--- src/hdl/xor_nibble_id_cipher_top_assert.svh ---
// Assertion macros shared by the cipher RTL.
// Each macro expects i_clk and i_rst_n in the scope where it is used.
`ifndef XOR_NIBBLE_ID_CIPHER_TOP_ASSERT_SVH
`define XOR_NIBBLE_ID_CIPHER_TOP_ASSERT_SVH

// Same-cycle implication, checked out of reset.
`define XNIC_ASSERT_NOW(lbl, ante, cons, msg) \
    lbl: assert property (@(posedge i_clk) disable iff (!i_rst_n) \
        (ante) |-> (cons)) else $error(msg);

// Next-cycle implication, checked out of reset.
`define XNIC_ASSERT_NEXT(lbl, ante, cons, msg) \
    lbl: assert property (@(posedge i_clk) disable iff (!i_rst_n) \
        (ante) |=> (cons)) else $error(msg);

`endif

--- src/hdl/xnic_pkg.sv ---
// ----------------------------------------------------------------------------
// xnic_pkg
// Types, constants and helper functions of the XOR nibble identifier cipher.
// ----------------------------------------------------------------------------
package xnic_pkg;

    localparam int KEY_BYTES   = 8;
    localparam int MAX_RESULTS = 4;

    localparam logic [7:0] CHAR_A  = 8'd65;
    localparam logic [7:0] HI_MASK = 8'hF0;
    localparam logic [7:0] LO_MASK = 8'h0F;

    localparam logic MODE_ENC = 1'b0;
    localparam logic MODE_DEC = 1'b1;

    localparam logic [1:0] ST_OK        = 2'd0;
    localparam logic [1:0] ST_EMPTY_KEY = 2'd1;
    localparam logic [1:0] ST_ODD_LEN   = 2'd2;
    localparam logic [1:0] ST_MISMATCH  = 2'd3;

    localparam logic [1:0] CFG_MODE      = 2'd0;
    localparam logic [1:0] CFG_KEY_LEN   = 2'd1;
    localparam logic [1:0] CFG_KEY_BYTES = 2'd2;

    typedef struct packed {
        logic [7:0] in_value;
        logic       in_last;
    } t_in_item;

    typedef struct packed {
        logic [7:0] out_value;
        logic       is_verdict;
        logic [1:0] status;
        logic       out_last;
    } t_out_item;

    typedef struct packed {
        logic        mode;
        logic [3:0]  key_len;
        logic [63:0] key_bytes;
    } t_cfg;

    typedef struct packed {
        logic [2:0]                      count;
        t_out_item [MAX_RESULTS-1:0]     items;
    } t_step;

    // Remainder of an 8-bit counter by a key length of 1 to 8. Non-power-of-two
    // lengths use a reciprocal multiply, exact over the whole 8-bit range.
    function automatic logic [2:0] f_mod_len(input logic [7:0] x, input logic [3:0] n);
        logic [16:0] prod;
        logic [7:0]  quo;
        logic [7:0]  rem;
        prod = '0;
        quo  = '0;
        rem  = '0;
        case (n)
            4'd1: rem = '0;
            4'd2: rem = {7'd0, x[0]};
            4'd4: rem = {6'd0, x[1:0]};
            4'd8: rem = {5'd0, x[2:0]};
            4'd3: begin
                prod = {9'd0, x} * 17'd171;
                quo  = 8'(prod >> 9);
                rem  = x - 8'(quo * 8'd3);
            end
            4'd5: begin
                prod = {9'd0, x} * 17'd205;
                quo  = 8'(prod >> 10);
                rem  = x - 8'(quo * 8'd5);
            end
            4'd6: begin
                prod = {9'd0, x} * 17'd171;
                quo  = 8'(prod >> 10);
                rem  = x - 8'(quo * 8'd6);
            end
            4'd7: begin
                prod = {9'd0, x} * 17'd293;
                quo  = 8'(prod >> 11);
                rem  = x - 8'(quo * 8'd7);
            end
            default: rem = '0;
        endcase
        return rem[2:0];
    endfunction

    function automatic t_out_item f_data(input logic [7:0] value, input logic last);
        t_out_item item;
        item.out_value  = value;
        item.is_verdict = 1'b0;
        item.status     = ST_OK;
        item.out_last   = last;
        return item;
    endfunction

    function automatic t_out_item f_verdict(input logic [1:0] status);
        t_out_item item;
        item.out_value  = '0;
        item.is_verdict = 1'b1;
        item.status     = status;
        item.out_last   = 1'b1;
        return item;
    endfunction

endpackage

--- src/hdl/xnic_engine.sv ---
// ----------------------------------------------------------------------------
// xnic_engine
// Message state and the single-pass computation of the results of one item.
// ----------------------------------------------------------------------------
module xnic_engine (
    input  logic              i_clk,
    input  logic              i_rst_n,
    input  logic              i_accept,
    input  xnic_pkg::t_in_item i_item,
    input  xnic_pkg::t_cfg    i_cfg,
    output xnic_pkg::t_step   o_step
);
    import xnic_pkg::*;

    logic [7:0] r_byte_count, n_byte_count;
    logic [7:0] r_running_sum, n_running_sum;
    logic [7:0] r_first_char, n_first_char;
    logic       r_pair_phase, n_pair_phase;
    logic [7:0] r_held_byte, n_held_byte;
    logic       r_held_valid, n_held_valid;

    logic [3:0] eff_len;
    logic [2:0] key_pos;
    logic [2:0] key_pos_next;
    logic [7:0] key_now;
    logic [7:0] key_next;

    assign eff_len = (i_cfg.key_len > 4'(KEY_BYTES)) ? 4'(KEY_BYTES) : i_cfg.key_len;
    assign key_pos = f_mod_len(r_byte_count, eff_len);
    // The checksum byte of an encrypt message uses the key slot after this one.
    // The counter wraps at 256, so the slot is taken from the incremented counter.
    assign key_pos_next = f_mod_len(r_byte_count + 8'd1, eff_len);
    assign key_now  = i_cfg.key_bytes[{key_pos, 3'b000} +: 8];
    assign key_next = i_cfg.key_bytes[{key_pos_next, 3'b000} +: 8];

    always_comb begin
        logic [7:0] sum_in;
        logic [7:0] cipher;
        logic [7:0] cipher_sum;
        logic [7:0] hi_part;
        logic [7:0] lo_part;
        logic [7:0] decoded;
        logic [7:0] sum_dec;
        logic [2:0] k;
        logic       clear;

        sum_in     = r_running_sum + i_item.in_value;
        cipher     = (i_item.in_value ^ key_now) + r_byte_count;
        cipher_sum = (sum_in ^ key_next) + (r_byte_count + 8'd1);
        hi_part    = ((r_first_char - CHAR_A) & LO_MASK) << 4;
        lo_part    = i_item.in_value - CHAR_A;
        decoded    = ((hi_part | lo_part) - r_byte_count) ^ key_now;
        sum_dec    = r_held_valid ? r_running_sum + r_held_byte : r_running_sum;
        k          = '0;
        clear      = 1'b0;

        o_step       = '0;
        n_byte_count  = r_byte_count;
        n_running_sum = r_running_sum;
        n_first_char  = r_first_char;
        n_pair_phase  = r_pair_phase;
        n_held_byte   = r_held_byte;
        n_held_valid  = r_held_valid;

        if (eff_len == 4'd0) begin
            if (i_item.in_last) begin
                o_step.items[0] = f_verdict(ST_EMPTY_KEY);
                k     = 3'd1;
                clear = 1'b1;
            end
        end else if (i_cfg.mode == MODE_ENC) begin
            o_step.items[0] = f_data(CHAR_A + ((cipher & HI_MASK) >> 4), 1'b0);
            o_step.items[1] = f_data(CHAR_A + (cipher & LO_MASK), 1'b0);
            o_step.items[2] = f_data(CHAR_A + ((cipher_sum & HI_MASK) >> 4), 1'b0);
            o_step.items[3] = f_data(CHAR_A + (cipher_sum & LO_MASK), 1'b1);
            n_running_sum   = sum_in;
            n_byte_count    = r_byte_count + 8'd1;
            if (i_item.in_last) begin
                k     = 3'd4;
                clear = 1'b1;
            end else begin
                k = 3'd2;
            end
        end else if (!r_pair_phase) begin
            if (i_item.in_last) begin
                o_step.items[0] = f_verdict(ST_ODD_LEN);
                k     = 3'd1;
                clear = 1'b1;
            end else begin
                n_first_char = i_item.in_value;
                n_pair_phase = 1'b1;
            end
        end else begin
            // Second letter of a pair: release the byte decoded one pair ago.
            n_byte_count  = r_byte_count + 8'd1;
            n_pair_phase  = 1'b0;
            n_running_sum = sum_dec;
            n_held_byte   = decoded;
            n_held_valid  = 1'b1;
            if (r_held_valid) begin
                o_step.items[0] = f_data(r_held_byte, 1'b0);
                o_step.items[1] = f_verdict((sum_dec == decoded) ? ST_OK : ST_MISMATCH);
            end else begin
                o_step.items[0] = f_verdict((sum_dec == decoded) ? ST_OK : ST_MISMATCH);
            end
            k = {2'd0, r_held_valid} + {2'd0, i_item.in_last};
            clear = i_item.in_last;
        end

        if (clear) begin
            n_byte_count  = '0;
            n_running_sum = '0;
            n_first_char  = '0;
            n_pair_phase  = 1'b0;
            n_held_byte   = '0;
            n_held_valid  = 1'b0;
        end
        o_step.count = k;
    end

    always_ff @(posedge i_clk) begin
        if (!i_rst_n) begin
            r_byte_count  <= '0;
            r_running_sum <= '0;
            r_first_char  <= '0;
            r_pair_phase  <= 1'b0;
            r_held_byte   <= '0;
            r_held_valid  <= 1'b0;
        end else if (i_accept) begin
            r_byte_count  <= n_byte_count;
            r_running_sum <= n_running_sum;
            r_first_char  <= n_first_char;
            r_pair_phase  <= n_pair_phase;
            r_held_byte   <= n_held_byte;
            r_held_valid  <= n_held_valid;
        end
    end

endmodule

--- src/hdl/xor_nibble_id_cipher_top.sv ---
// The first result of an item is registered and offered in the cycle after the item is accepted.
// Results leave one per cycle while i_out_stall is low; the input stalls until an item's
// results (encrypt 2, final encrypt byte 4, decrypt 0 to 2) have drained from the
// four-entry result queue; a new item enters as the last result drains.
// Reset (synchronous, active low) clears the config, message state and count, not the queue.
// ----------------------------------------------------------------------------
// xor_nibble_id_cipher_top
// Streaming XOR/nibble cipher with a configuration port and a result queue.
// ----------------------------------------------------------------------------
`include "xor_nibble_id_cipher_top_assert.svh"

module xor_nibble_id_cipher_top (
    input  logic                i_clk,
    input  logic                i_rst_n,
    input  logic                i_cfg_valid,
    output logic                o_cfg_ready,
    input  logic [1:0]          i_cfg_index,
    input  logic [63:0]         i_cfg_data,
    input  logic                i_in_valid,
    output logic                o_in_stall,
    input  xnic_pkg::t_in_item  i_in_item,
    output logic                o_out_valid,
    input  logic                i_out_stall,
    output xnic_pkg::t_out_item o_out_item
);
    import xnic_pkg::*;

    t_cfg r_cfg;
    t_step step;
    t_out_item [MAX_RESULTS-1:0] r_queue;
    logic [2:0] r_count;
    logic in_accept;
    logic out_take;

    assign o_cfg_ready = 1'b1;

    always_ff @(posedge i_clk) begin
        if (!i_rst_n) begin
            r_cfg <= '0;
        end else if (i_cfg_valid && o_cfg_ready) begin
            case (i_cfg_index)
                CFG_MODE:      r_cfg.mode      <= i_cfg_data[0];
                CFG_KEY_LEN:   r_cfg.key_len   <= i_cfg_data[3:0];
                CFG_KEY_BYTES: r_cfg.key_bytes <= i_cfg_data;
                default: ;
            endcase
        end
    end

    assign out_take    = (r_count != 3'd0) && !i_out_stall;
    // A new transaction is taken once the queue is empty or its last entry leaves.
    assign o_in_stall  = !((r_count == 3'd0) || ((r_count == 3'd1) && !i_out_stall));
    assign in_accept   = i_in_valid && !o_in_stall;
    assign o_out_valid = (r_count != 3'd0);
    assign o_out_item  = r_queue[0];

    xnic_engine u_engine (
        .i_clk    (i_clk),
        .i_rst_n  (i_rst_n),
        .i_accept (in_accept),
        .i_item   (i_in_item),
        .i_cfg    (r_cfg),
        .o_step   (step)
    );

    always_ff @(posedge i_clk) begin
        if (!i_rst_n) begin
            r_count <= '0;
        end else if (in_accept) begin
            r_count <= step.count;
        end else if (out_take) begin
            r_count <= r_count - 3'd1;
        end
    end

    always_ff @(posedge i_clk) begin
        if (in_accept) begin
            r_queue <= step.items;
        end else if (out_take) begin
            r_queue <= {t_out_item'('0), r_queue[MAX_RESULTS-1:1]};
        end
    end

    `XNIC_ASSERT_NOW(a_accept_when_drained, in_accept, (r_count == 3'd0) || ((r_count == 3'd1) && out_take), "item accepted while results still queued")
    `XNIC_ASSERT_NOW(a_verdict_is_last, o_out_valid && o_out_item.is_verdict, o_out_item.out_last, "verdict result without last mark")
    `XNIC_ASSERT_NEXT(a_last_empties, out_take && o_out_item.out_last && !in_accept, !o_out_valid, "results remain after the last result of a message")

endmodule
--- config.mk ---
export PLATFORM = sky130hd
export DESIGN_NAME = xor_nibble_id_cipher_top
export DESIGN_NICKNAME = d
export VERILOG_FILES = /design/src/hdl/xnic_pkg.sv /design/src/hdl/xnic_engine.sv /design/src/hdl/xor_nibble_id_cipher_top.sv
export VERILOG_INCLUDE_DIRS = /design/src /design/src/hdl
export SDC_FILE = /design/constraint.sdc
export NUM_CORES = 1
export LEC_CHECK = 0
export ABC_AREA = 1
export BUFFER_PORTS_ARGS = -buffer_cell sky130_fd_sc_hd__buf_2
export CORE_ASPECT_RATIO = 0.8
export CORE_UTILIZATION = 45
export CTS_BUF_LIST = sky130_fd_sc_hd__clkbuf_8 sky130_fd_sc_hd__clkbuf_16
export CTS_CLUSTER_DIAMETER = 40
export DETAILED_ROUTE_END_ITERATION = 10
export SETUP_SLACK_MARGIN = 0.1
export SYNTH_ARGS = -nofsm -noshare
export SYNTH_HDL_FRONTEND = slang
export SYNTH_SLANG_ARGS = --single-unit
--- constraint.sdc ---
create_clock -name i_clk -period 11 [get_ports i_clk]
set_input_delay 0.55 -clock i_clk [delete_from_list [all_inputs] [get_ports i_clk]]
set_output_delay 0.55 -clock i_clk [all_outputs]
set_load 0.01 [all_outputs]
==> results by group, run 1 <==
Outcome
  – Status: completed

Yosys
  – Area leader, netlist: ha_1
  – Adder-cell share of the synthesized area: 26.8%
  – Netlist Area Pre-Place: 14,900 um2
  – Post-synthesis compound-gate area fraction: 13.7%
  – Largest family of logic cells by synthesized area: adder cells
  – Mapped Avg Cell Area: 7.12 um2
  – Xor and xnor area share after synthesis: 4.88%
  – Post-synthesis mux area share: 0.0757%
  – Mapped Cells: 2,089
  – Distinct cells, synth: 50
  – Syn nets: 2,449
  – Ys Warns: 0
  – Area contributors post-synth: ha_1 18%, dfxtp_1 14%, nand2_1 11%
  – Async set-reset flop share out of synthesis: 0%
  – Simple-Gate Fraction of Synth Area: 22.6%
  – Number of synthesized flops with an enable pin: 34
  – Synth Register Bits: 136
  – Top cell type's share of synthesized area: 18.1%
  – Seq/Total Area, Yosys: 20.6%
  – Main synth FF type: dfxtp_1

Drt
  – Via density: 5.25
  – WL per Instance: 16.6 um
  – Routed vias: 13,600
  – Routed WL: 43.0 mm
  – Final ANT Viol Nets: 0
  – 1st-iter DRT viols: 1,225
  – DR pass1 iterations: 5
  – DRC Markers: 0

Timing
  – Final setup fails: 0
  – Hold Violations, Final: 0
  – Unrepaired setup endpoints after global routing: no
  – Worst-margin pin slew: 0.975 ns
  – Crit path time final: 10.10 ns
  – Fmax: 99.0 MHz
  – Slew HR: 34.6%
  – Setup TNS: 0 ns
  – Final WS setup: 0.902 ns
  – Skew final: 0.0115 ns
  – Fin. max-slew vios: 0
  – Final worst path period share: 91.8%

Placement
  – Dpl hpwl: 34.0 mm
  – Placement Cell Area: 15,700 um2
  – Place WS: 1.09 ns
  – Routability cong.: 0.916
  – Cells after DPL: 2,560
  – Port Buf Inserts: 93

CTS
  – Clock Pin Slew Worst Setup and Hold Paths: 0.06 ns
  – Longest Clk Path Bufs: 2
  – H-Tree Level Count: 4
  – TritonCTS Buffers: 17
  – Post_cts resized: 0
  – Clock Latency Late Sink: 0.45 ns
  – Clk sinks: 136
  – Post-CTS Setup Inserts: 0
  – CTS tree: built
  – Hold Buf Count CTS: 0
  – CTS root buf: clkbuf_16

Final layout
  – Commonest non-fill, non-tap cell in the layout: nand2_1
  – N_diodes: 0
  – Final nets: 2,512
  – Area occupied by multi-input gates: 10,100 um2
  – Share of layout cells above drive strength 1: 8.59%
  – Non-filler cells, final: 2,592
  – Fill cells: 3,240
  – Synth-to-Final Area Change: 9.50%
  – Post-route cell area: 16,300 um2
  – Reg area: 3060 um2
  – Commonest cells after routing, fill and taps aside: 452 x nand2_1, 346 x inv_1, 215 x ha_1, 156 x nor2_1, 147 x o21ai_0

Floorplanning
  – Die W: 205 um
  – Full die area: 33,800 um2
  – Starting Density: 45.7%
  – CORE AREA: 32,600 um2
  – Chip height: 165 um
  – FP Rows: 59
  – I/O Pins: 95

GRT
  – Initial antenna violation count: 1
  – Largest net degree at the start of global routing: 75
  – Number of global-route vias before repair: 12,500
  – GR Overflow Total: 0
  – Total GRT Usage: 26.0%
  – First-pass GRT wire length: 67.3 mm

Worst setup path
  – Crit Path Max Fanout: 20
  – Worst EP arrival: 10.30 ns
  – CP Class: flop to flop
  – CP peak stage delay: 0.87 ns
  – Cell mode on critical path: ha_1
  – Top delay family on crit path: adder cells
  – CP startpoint kind: flop
  – Worst path bufs/invs: 7
  – CP required: 11.20 ns
  – Setup crit end kind: flop
  – CP max-delay cell: dfxtp_1

Power and ir drop
  – VDD IR max: 0.101 mV
  – Pleak: 8.63 nW
  – Pwr dens: 118 nW/um2

Worst hold path
  – Hold Crit Class: input port to flop

Job
  – Maxcap violations: 0
power by group:
part	switching, mW	total (mW)	internal [mW]
Clock	0.233	0.588	0.355
Combinational	0.434	0.656	0.222
Sequential	0.0383	0.675	0.637
metrics by stage:
stage | utilization (%) | hold WS (ns) | total power, mW
finish | 50.0 | 0.327 | 1.92
global route | 50.0 | 0.319 | 2.04
CTS | 50.0 | 0.311 | 1.92
detailed placement | 48.2 | 0.476 | 1.33
global placement | 48.2 | 0.467 | 1.32
floorplan | - | 0.440 | 1.15
cell usage after synthesis (all sizes together), types with 6 or more instances:
cell and count:
a21o 13, a21oi 134, a31oi 6, buf 29
clkbuf 39, dfxtp 102, edfxtp 34, fa 65
ha 215, inv 353, nand2 459, nand3 141
nand3b 9, nand4 8, nor2 160, nor3 10
o211ai 27, o21a 7, o21ai 155, or2 9
xnor2 33, xor2 49
cell families after synthesis:
family                   Yosys count
AO/OA/AOI/OAI                    366
XOR/XNOR                          82
adder cells (fa/ha/maj)          280
buffers and inverters            423
flip-flops                       136
multiplexers                       1
other                              1
AND/OR/NAND/NOR                  800
path summary, 6_finish.rpt:
path,start,end,slack [ns],cells past startpoint
max reg2reg,u_engine.r_byte_count[2],r_queue[31],0.90,43
min,i_cfg_data[30],r_cfg[30],0.33,3
min reg2reg,r_cfg[5],r_cfg[5],0.48,2
max,u_engine.r_byte_count[2],r_queue[31],0.90,43
final cells by class:
type,instances,area share [%]
clock buffer,21,3.16
tap,427,3.28
multi-input combinational,1530,62.3
sequential,136,18.8
clock inverter,11,0.561
timing repair buffer,112,3.73
inverter,355,8.18
sequential cells by signal, summed over array words and instances, names as in the netlist:
| signal | flops |
|---|---|
| r_cfg | 69 |
| r_queue | 22 |
| o_out_item | 12 |
| u_engine.r_byte_count | 8 |
| u_engine.r_held_byte | 8 |
| u_engine.r_running_sum | 8 |
| u_engine.r_first_char | 4 |
| r_count | 3 |
| u_engine.r_held_valid | 1 |
| u_engine.r_pair_phase | 1 |
worst min-delay path, stage by stage:
cell and delay [ns]:
buf_2 0.08, nor2_1 0.04, nor2_1 0.08
routing by layer:
metal	routed length [um]	up-vias	share of wire (%)	track usage [%]
li1	-	6874	-	-
met1	21600	6254	50	39.0
met2	17600	425	41	37.4
met3	3290	48	7.6	6.08
met4	597	2	1.4	4.98
met5	9	-	0.021	0
(Power assumes the default switching activity.)
==> run 2: changes to the inputs <==
- CORE_UTILIZATION: 45 -> 44
==> run 2 against run 1 <==
Against the previous run:
- worst hold slack better by 0.013 ns
- power down 1.5%
- sequential power up 0.6%
- via count down 0.16%
- setup slack better by 0.28 ns
- global-route usage down 0.72 points
- register-to-register slack better by 0.28 ns
- cell count about the same
- critical path type unchanged
- largest cell class unchanged
- largest power group unchanged
- highest routed layer is now met4
==> results by group, run 2 (synthesis gave the netlist of run 1 again) <==
Placement
  – Place WS: 1.30 ns (+0.206 ns)
  – Routability cong.: 0.916 (about the same)
  – Dpl hpwl: 34.1 mm (+0.56%)
  – Port Buf Inserts: 93 (unchanged)
  – Placement Cell Area: 15,700 um2 (unchanged)

Drt
  – DRC Markers: 0 (unchanged)
  – Routed WL: 42.9 mm (-0.28%)
  – Final ANT Viol Nets: 0 (unchanged)
  – 1st-iter DRT viols: 1,163 (-5.1%)
  – Via density: 5.24 (about the same)
  – Routed vias: 13,600 (-0.16%)
  – DR pass1 iterations: 6 (+1)
  – WL per Instance: 16.6 um (-0.21%)

Timing
  – Hold Violations, Final: 0 (unchanged)
  – Unrepaired setup endpoints after global routing: no
  – Skew final: 0.0157 ns (+0.00416 ns)
  – Crit path time final: 9.82 ns (-0.275 ns)
  – Setup TNS: 0 ns (unchanged)
  – Worst-margin pin slew: 0.842 ns (-0.133 ns)
  – Final worst path period share: 89.3% (-2.5 points)
  – Slew HR: 43.8% (+9.2 points)
  – Final WS setup: 1.18 ns (+0.275 ns)
  – Fin. max-slew vios: 0 (unchanged)
  – Fin Hold WS: 0.340 ns (+0.0130 ns)
  – Fmax: 102 MHz (+2.8%)
  – Final setup fails: 0 (unchanged)

CTS
  – Hold Buf Count CTS: 0 (unchanged)
  – CTS root buf: clkbuf_16
  – TritonCTS Buffers: 17 (unchanged)
  – Clock Latency Late Sink: 0.44 ns (about the same)
  – Clock Pin Slew Worst Setup and Hold Paths: 0.06 ns (about the same)
  – CTS tree: built
  – Clk sinks: 136 (unchanged)
  – Post-CTS Setup Inserts: 0 (unchanged)
  – H-Tree Level Count: 4 (unchanged)
  – Longest Clk Path Bufs: 2 (unchanged)
  – Post_cts resized: 0 (unchanged)

Worst setup path
  – Setup crit end kind: flop
  – Crit Path Max Fanout: 20 (unchanged)
  – CP startpoint kind: flop
  – R2r startpoint: u_engine.r_byte_count[2]
  – CP peak stage delay: 0.83 ns (-0.04 ns)
  – Worst Setup SP: u_engine.r_byte_count[2]
  – Worst EP arrival: 10.00 ns (-0.30 ns)
  – CP required: 11.18 ns (-0.02 ns)
  – CP Class: flop to flop
  – Cell mode on critical path: ha_1
  – CP max-delay cell: dfxtp_1

Floorplanning
  – Die W: 208 um (+1.1%)
  – CORE AREA: 32,900 um2 (+1.1%)
  – FP Rows: 59 (unchanged)
  – I/O Pins: 95 (unchanged)
  – Starting Density: 45.2% (-0.51 points)
  – Chip height: 166 um (+1.1%)
  – Full die area: 34,500 um2 (+2.2%)

GRT
  – Initial antenna violation count: 0 (-1)
  – Largest net degree at the start of global routing: 75 (unchanged)
  – First-pass GRT wire length: 68.7 mm (+2.0%)
  – GR Overflow Total: 0 (unchanged)
  – Number of global-route vias before repair: 12,800 (+2.4%)
  – Total GRT Usage: 25.2% (-0.72 points)

Final layout
  – Commonest non-fill, non-tap cell in the layout: nand2_1
  – Final nets: 2,512 (unchanged)
  – Number of flip-flops under the largest register name: 69 (unchanged)
  – Share of layout cells above drive strength 1: 8.69% (+0.10 points)
  – Reg with most FFs: r_cfg
  – Commonest cells after routing, fill and taps aside: 452 x nand2_1, 342 x inv_1, 215 x ha_1, 156 x nor2_1, 147 x o21ai_0
  – Post-route cell area: 16,300 um2 (-0.13%)
  – N_diodes: 0 (unchanged)
  – Synth-to-Final Area Change: 9.35%

Power and ir drop
  – VDD IR max: 0.109 mV (+8.4%)
  – Pleak: 8.60 nW (-0.34%)
  – Pwr dens: 116 nW/um2 (-1.4%)

Worst hold path
  – Hold Path Origin: i_cfg_data[19]
  – Hold Crit Class: input port to flop

Outcome
  – Status: completed

Job
  – Maxcap violations: 0 (unchanged)
-- run 2: worst max-delay path, delay by kind of cell, from the launching register on --
| family | cells | cell delay (ns) |
|---|---|---|
| mux | 1 | 0.30 |
| compound gates | 10 | 1.52 |
| fa+ha+maj | 9 | 3.40 |
| flops | 1 | 0.83 |
| xor+xnor | 5 | 1.02 |
| simple gates | 12 | 1.35 |
| buf+inv | 7 | 1.13 |
-- run 2: routing by layer --
metal	global-route usage, %	part of all wire (%)	up-vias
met5	0	0	-
li1	-	-	6874
met1	39.4	52	6270
met3	3.96	7.0	32
met2	36.5	40	405
met4	3.99	0.88	0
-- run 2: cell type report --
class,instances,area (um2)
flip-flops and latches,136,3060
multi-input cells,1530,10100
clock buffers,22,528
repair buffers,112,608
clock inverters,8,56.3
well taps,427,534
fillers,3363,16700
inverters,355,1330
-- run 2: per-stage QoR --
stage | utilization, % | std cells | power, mW
final | 49.4 | 2590 | 1.89
after CTS | 49.4 | 2590 | 1.89
after global placement | 47.6 | 2560 | 1.32
after global routing | 49.4 | 2590 | 2.02
after floorplan | - | 2089 | 1.15
after detailed placement | 47.6 | 2560 | 1.33
-- run 2: final timing paths --
check / endpoint / slack (ns) / depth (start not counted)
max: r_queue[31] / 1.18 / 44
min: r_cfg[19] / 0.34 / 3
max reg2reg: r_queue[31] / 1.18 / 44
min reg2reg: u_engine.r_first_char[3] / 0.48 / 2
-- run 2: where the power goes --
part	switching [mW]	total (mW)	internal, mW
Combinational	0.424	0.645	0.221
Sequential	0.0416	0.679	0.637
Clock	0.228	0.567	0.339
Total	0.694	1.89	1.20
==> run 3: changes to the inputs <==
- CORE_UTILIZATION: 44 -> 40
==> run 3 against run 2 <==
Against the previous run:
- count of clock-buffer cells in the layout fell by 4
- clock power rose by 3%
- setup slack got worse by 0.38 ns
- critical path type unchanged
- clock skew rose by 0.00066 ns
- global-route usage fell by 1.7 points
- register-to-register slack got worse by 0.38 ns
- utilization fell by 4.3 points
==> results by group, run 3 (synthesis gave the netlist of run 1 again) <==
Worst setup path
  – CP required: 11.18 ns (about the same)
  – Worst path bufs/invs: 6 (-1)
  – Top delay family on crit path: adder cells
  – CP max-delay cell: dfxtp_1
  – Cell mode on critical path: ha_1
  – CP peak stage delay: 0.74 ns (-0.09 ns)
  – Crit Path Max Fanout: 20 (unchanged)
  – CP endpoint: r_queue[31]
  – Worst EP arrival: 10.39 ns (+0.39 ns)
  – CP Class: flop to flop
  – R2r startpoint: u_engine.r_byte_count[2]
  – End of the worst register-to-register path: r_queue[31]
  – Path depth of the worst reg2reg path: 42 (-4.5%)
  – Worst Setup SP: u_engine.r_byte_count[2]
  – R2R setup slack: 0.79 ns (-0.38 ns)
  – CP startpoint kind: flop
  – Critical path depth: 42 (-4.5%)
  – Setup crit end kind: flop

CTS
  – Hold Buf Count CTS: 0 (unchanged)
  – CTS root buf: clkbuf_16
  – Clock Latency Late Sink: 0.45 ns (about the same)
  – TritonCTS Buffers: 17 (unchanged)
  – Post_cts resized: 0 (unchanged)
  – Post-CTS Setup Inserts: 0 (unchanged)
  – Clock Pin Slew Worst Setup and Hold Paths: 0.07 ns (about the same)
  – Clk sinks: 136 (unchanged)
  – CTS tree: built
  – Longest Clk Path Bufs: 2 (unchanged)
  – H-Tree Level Count: 4 (unchanged)

GRT
  – Largest net degree at the start of global routing: 86 (+15%)
  – Number of global-route vias before repair: 12,900 (+1.0%)
  – Total GRT Usage: 23.6% (-1.7 points)
  – GR Overflow Total: 0 (unchanged)
  – Initial antenna violation count: 0 (unchanged)
  – First-pass GRT wire length: 69.9 mm (+1.9%)

Timing
  – Final worst path period share: 92.8% (+3.5 points)
  – Skew final: 0.0164 ns (+0.000660 ns)
  – Slew HR: 33.9% (-9.9 points)
  – Unrepaired setup endpoints after global routing: no
  – Crit path time final: 10.21 ns (+0.383 ns)
  – Final WS setup: 0.794 ns (-0.383 ns)
  – Fmax: 98.0 MHz (-3.7%)
  – Worst-margin pin slew: 0.990 ns (+0.148 ns)
  – Final setup fails: 0 (unchanged)
  – Hold Violations, Final: 0 (unchanged)
  – Setup TNS: 0 ns (unchanged)
  – Fin. max-slew vios: 0 (unchanged)

Drt
  – DRC Markers: 0 (unchanged)
  – Routed vias: 13,600 (+0.18%)
  – Final ANT Viol Nets: 0 (unchanged)
  – 1st-iter DRT viols: 1,265 (+8.8%)
  – Via density: 5.14 (-1.9%)
  – Routed WL: 43.4 mm (+1.2%)
  – WL per Instance: 16.4 um (-0.90%)
  – DR pass1 iterations: 5 (-1)

Final layout
  – Number of flip-flops under the largest register name: 69 (unchanged)
  – Share of layout cells above drive strength 1: 8.82% (+0.13 points)
  – Commonest non-fill, non-tap cell in the layout: nand2_1
  – Commonest cells after routing, fill and taps aside: 452 x nand2_1, 342 x inv_1, 215 x ha_1, 156 x nor2_1, 147 x o21ai_0
  – N_diodes: 0 (unchanged)
  – Synth-to-Final Area Change: 9.89%
  – Final nets: 2,513 (+0.040%)
  – Fill cells: 3,654 (+8.7%)
  – Fin util: 45.1% (-4.3 points)
  – Reg with most FFs: r_cfg

Worst hold path
  – Hold path cells: 3 (unchanged)
  – Hold Crit Class: input port to flop

Floorplanning
  – FP Rows: 62 (+5.1%)
  – Full die area: 38,000 um2 (+9.9%)
  – Chip height: 174 um (+4.8%)
  – Die W: 218 um (+4.8%)
  – I/O Pins: 95 (unchanged)
  – CORE AREA: 36,200 um2 (+10%)
  – Starting Density: 41.1% (-4.1 points)

Job
  – Maxcap violations: 0 (unchanged)

Power and ir drop
  – VDD IR max: 0.0900 mV (-17%)
  – Pwr dens: 117 nW/um2 (+0.39%)
  – Pleak: 8.61 nW (about the same)
  – Overall Power: 1.91 mW (+0.89%)

Placement
  – Routability cong.: 0.908 (-0.90%)
  – Port Buf Inserts: 93 (unchanged)
  – Place WS: 0.970 ns (-0.327 ns)
  – Dpl hpwl: 34.6 mm (+1.3%)

Outcome
  – Status: completed
run 3: worst reg2reg max path: cells and delay by family, from the launching register on:
| family | cells | cell delay (ns) |
|---|---|---|
| buf+inv | 6 | 1.16 |
| xor+xnor | 5 | 1.53 |
| fa+ha+maj | 9 | 3.42 |
| mux | 1 | 0.30 |
| simple gates | 11 | 1.15 |
| flops | 1 | 0.74 |
| compound gates | 10 | 1.64 |
run 3: routing by layer:
layer | track usage [%] | routed length (um)
met5 | 0 | 0
met4 | 3.79 | 408
met3 | 3.62 | 3040
met2 | 33.8 | 17600
met1 | 37.0 | 22400
run 3: layout make-up:
class | count | area, um2 | share of cell area [%]
clock buffer | 18 | 450 | 2.76
clock inverter | 14 | 140 | 0.857
inverter | 355 | 1330 | 8.15
multi-input combinational | 1530 | 10100 | 62.1
sequential | 136 | 3060 | 18.7
tap | 480 | 601 | 3.67
timing repair buffer | 113 | 616 | 3.77
run 3: how the worst min path moves through the flow:
stage / startpoint / to / slack (ns)
2_1_floorplan: r_cfg[48] / r_cfg[48] / 0.44
3_3_place_gp: r_cfg[1] / r_cfg[1] / 0.46
3_5_place_dp: r_cfg[4] / r_cfg[4] / 0.47
4_1_cts: i_cfg_data[19] / r_cfg[19] / 0.31
5_1_grt: i_cfg_data[42] / r_cfg[42] / 0.32
6_report: i_cfg_data[42] / r_cfg[42] / 0.33
run 3: power by group:
group          switching, mW  leakage, nW  internal [mW]
Clock                  0.252        0.281          0.329
Sequential            0.0405         1.17          0.637
Combinational          0.426         7.15          0.223
run 3: metrics by stage:
stage	hold WS (ns)	instance area, um2	std cells
after floorplan	0.440	14900	2089
after global placement	0.458	15800	2614
after detailed placement	0.470	15800	2614
after CTS	0.307	16300	2646
after global routing	0.320	16300	2646
final	0.327	16300	2646
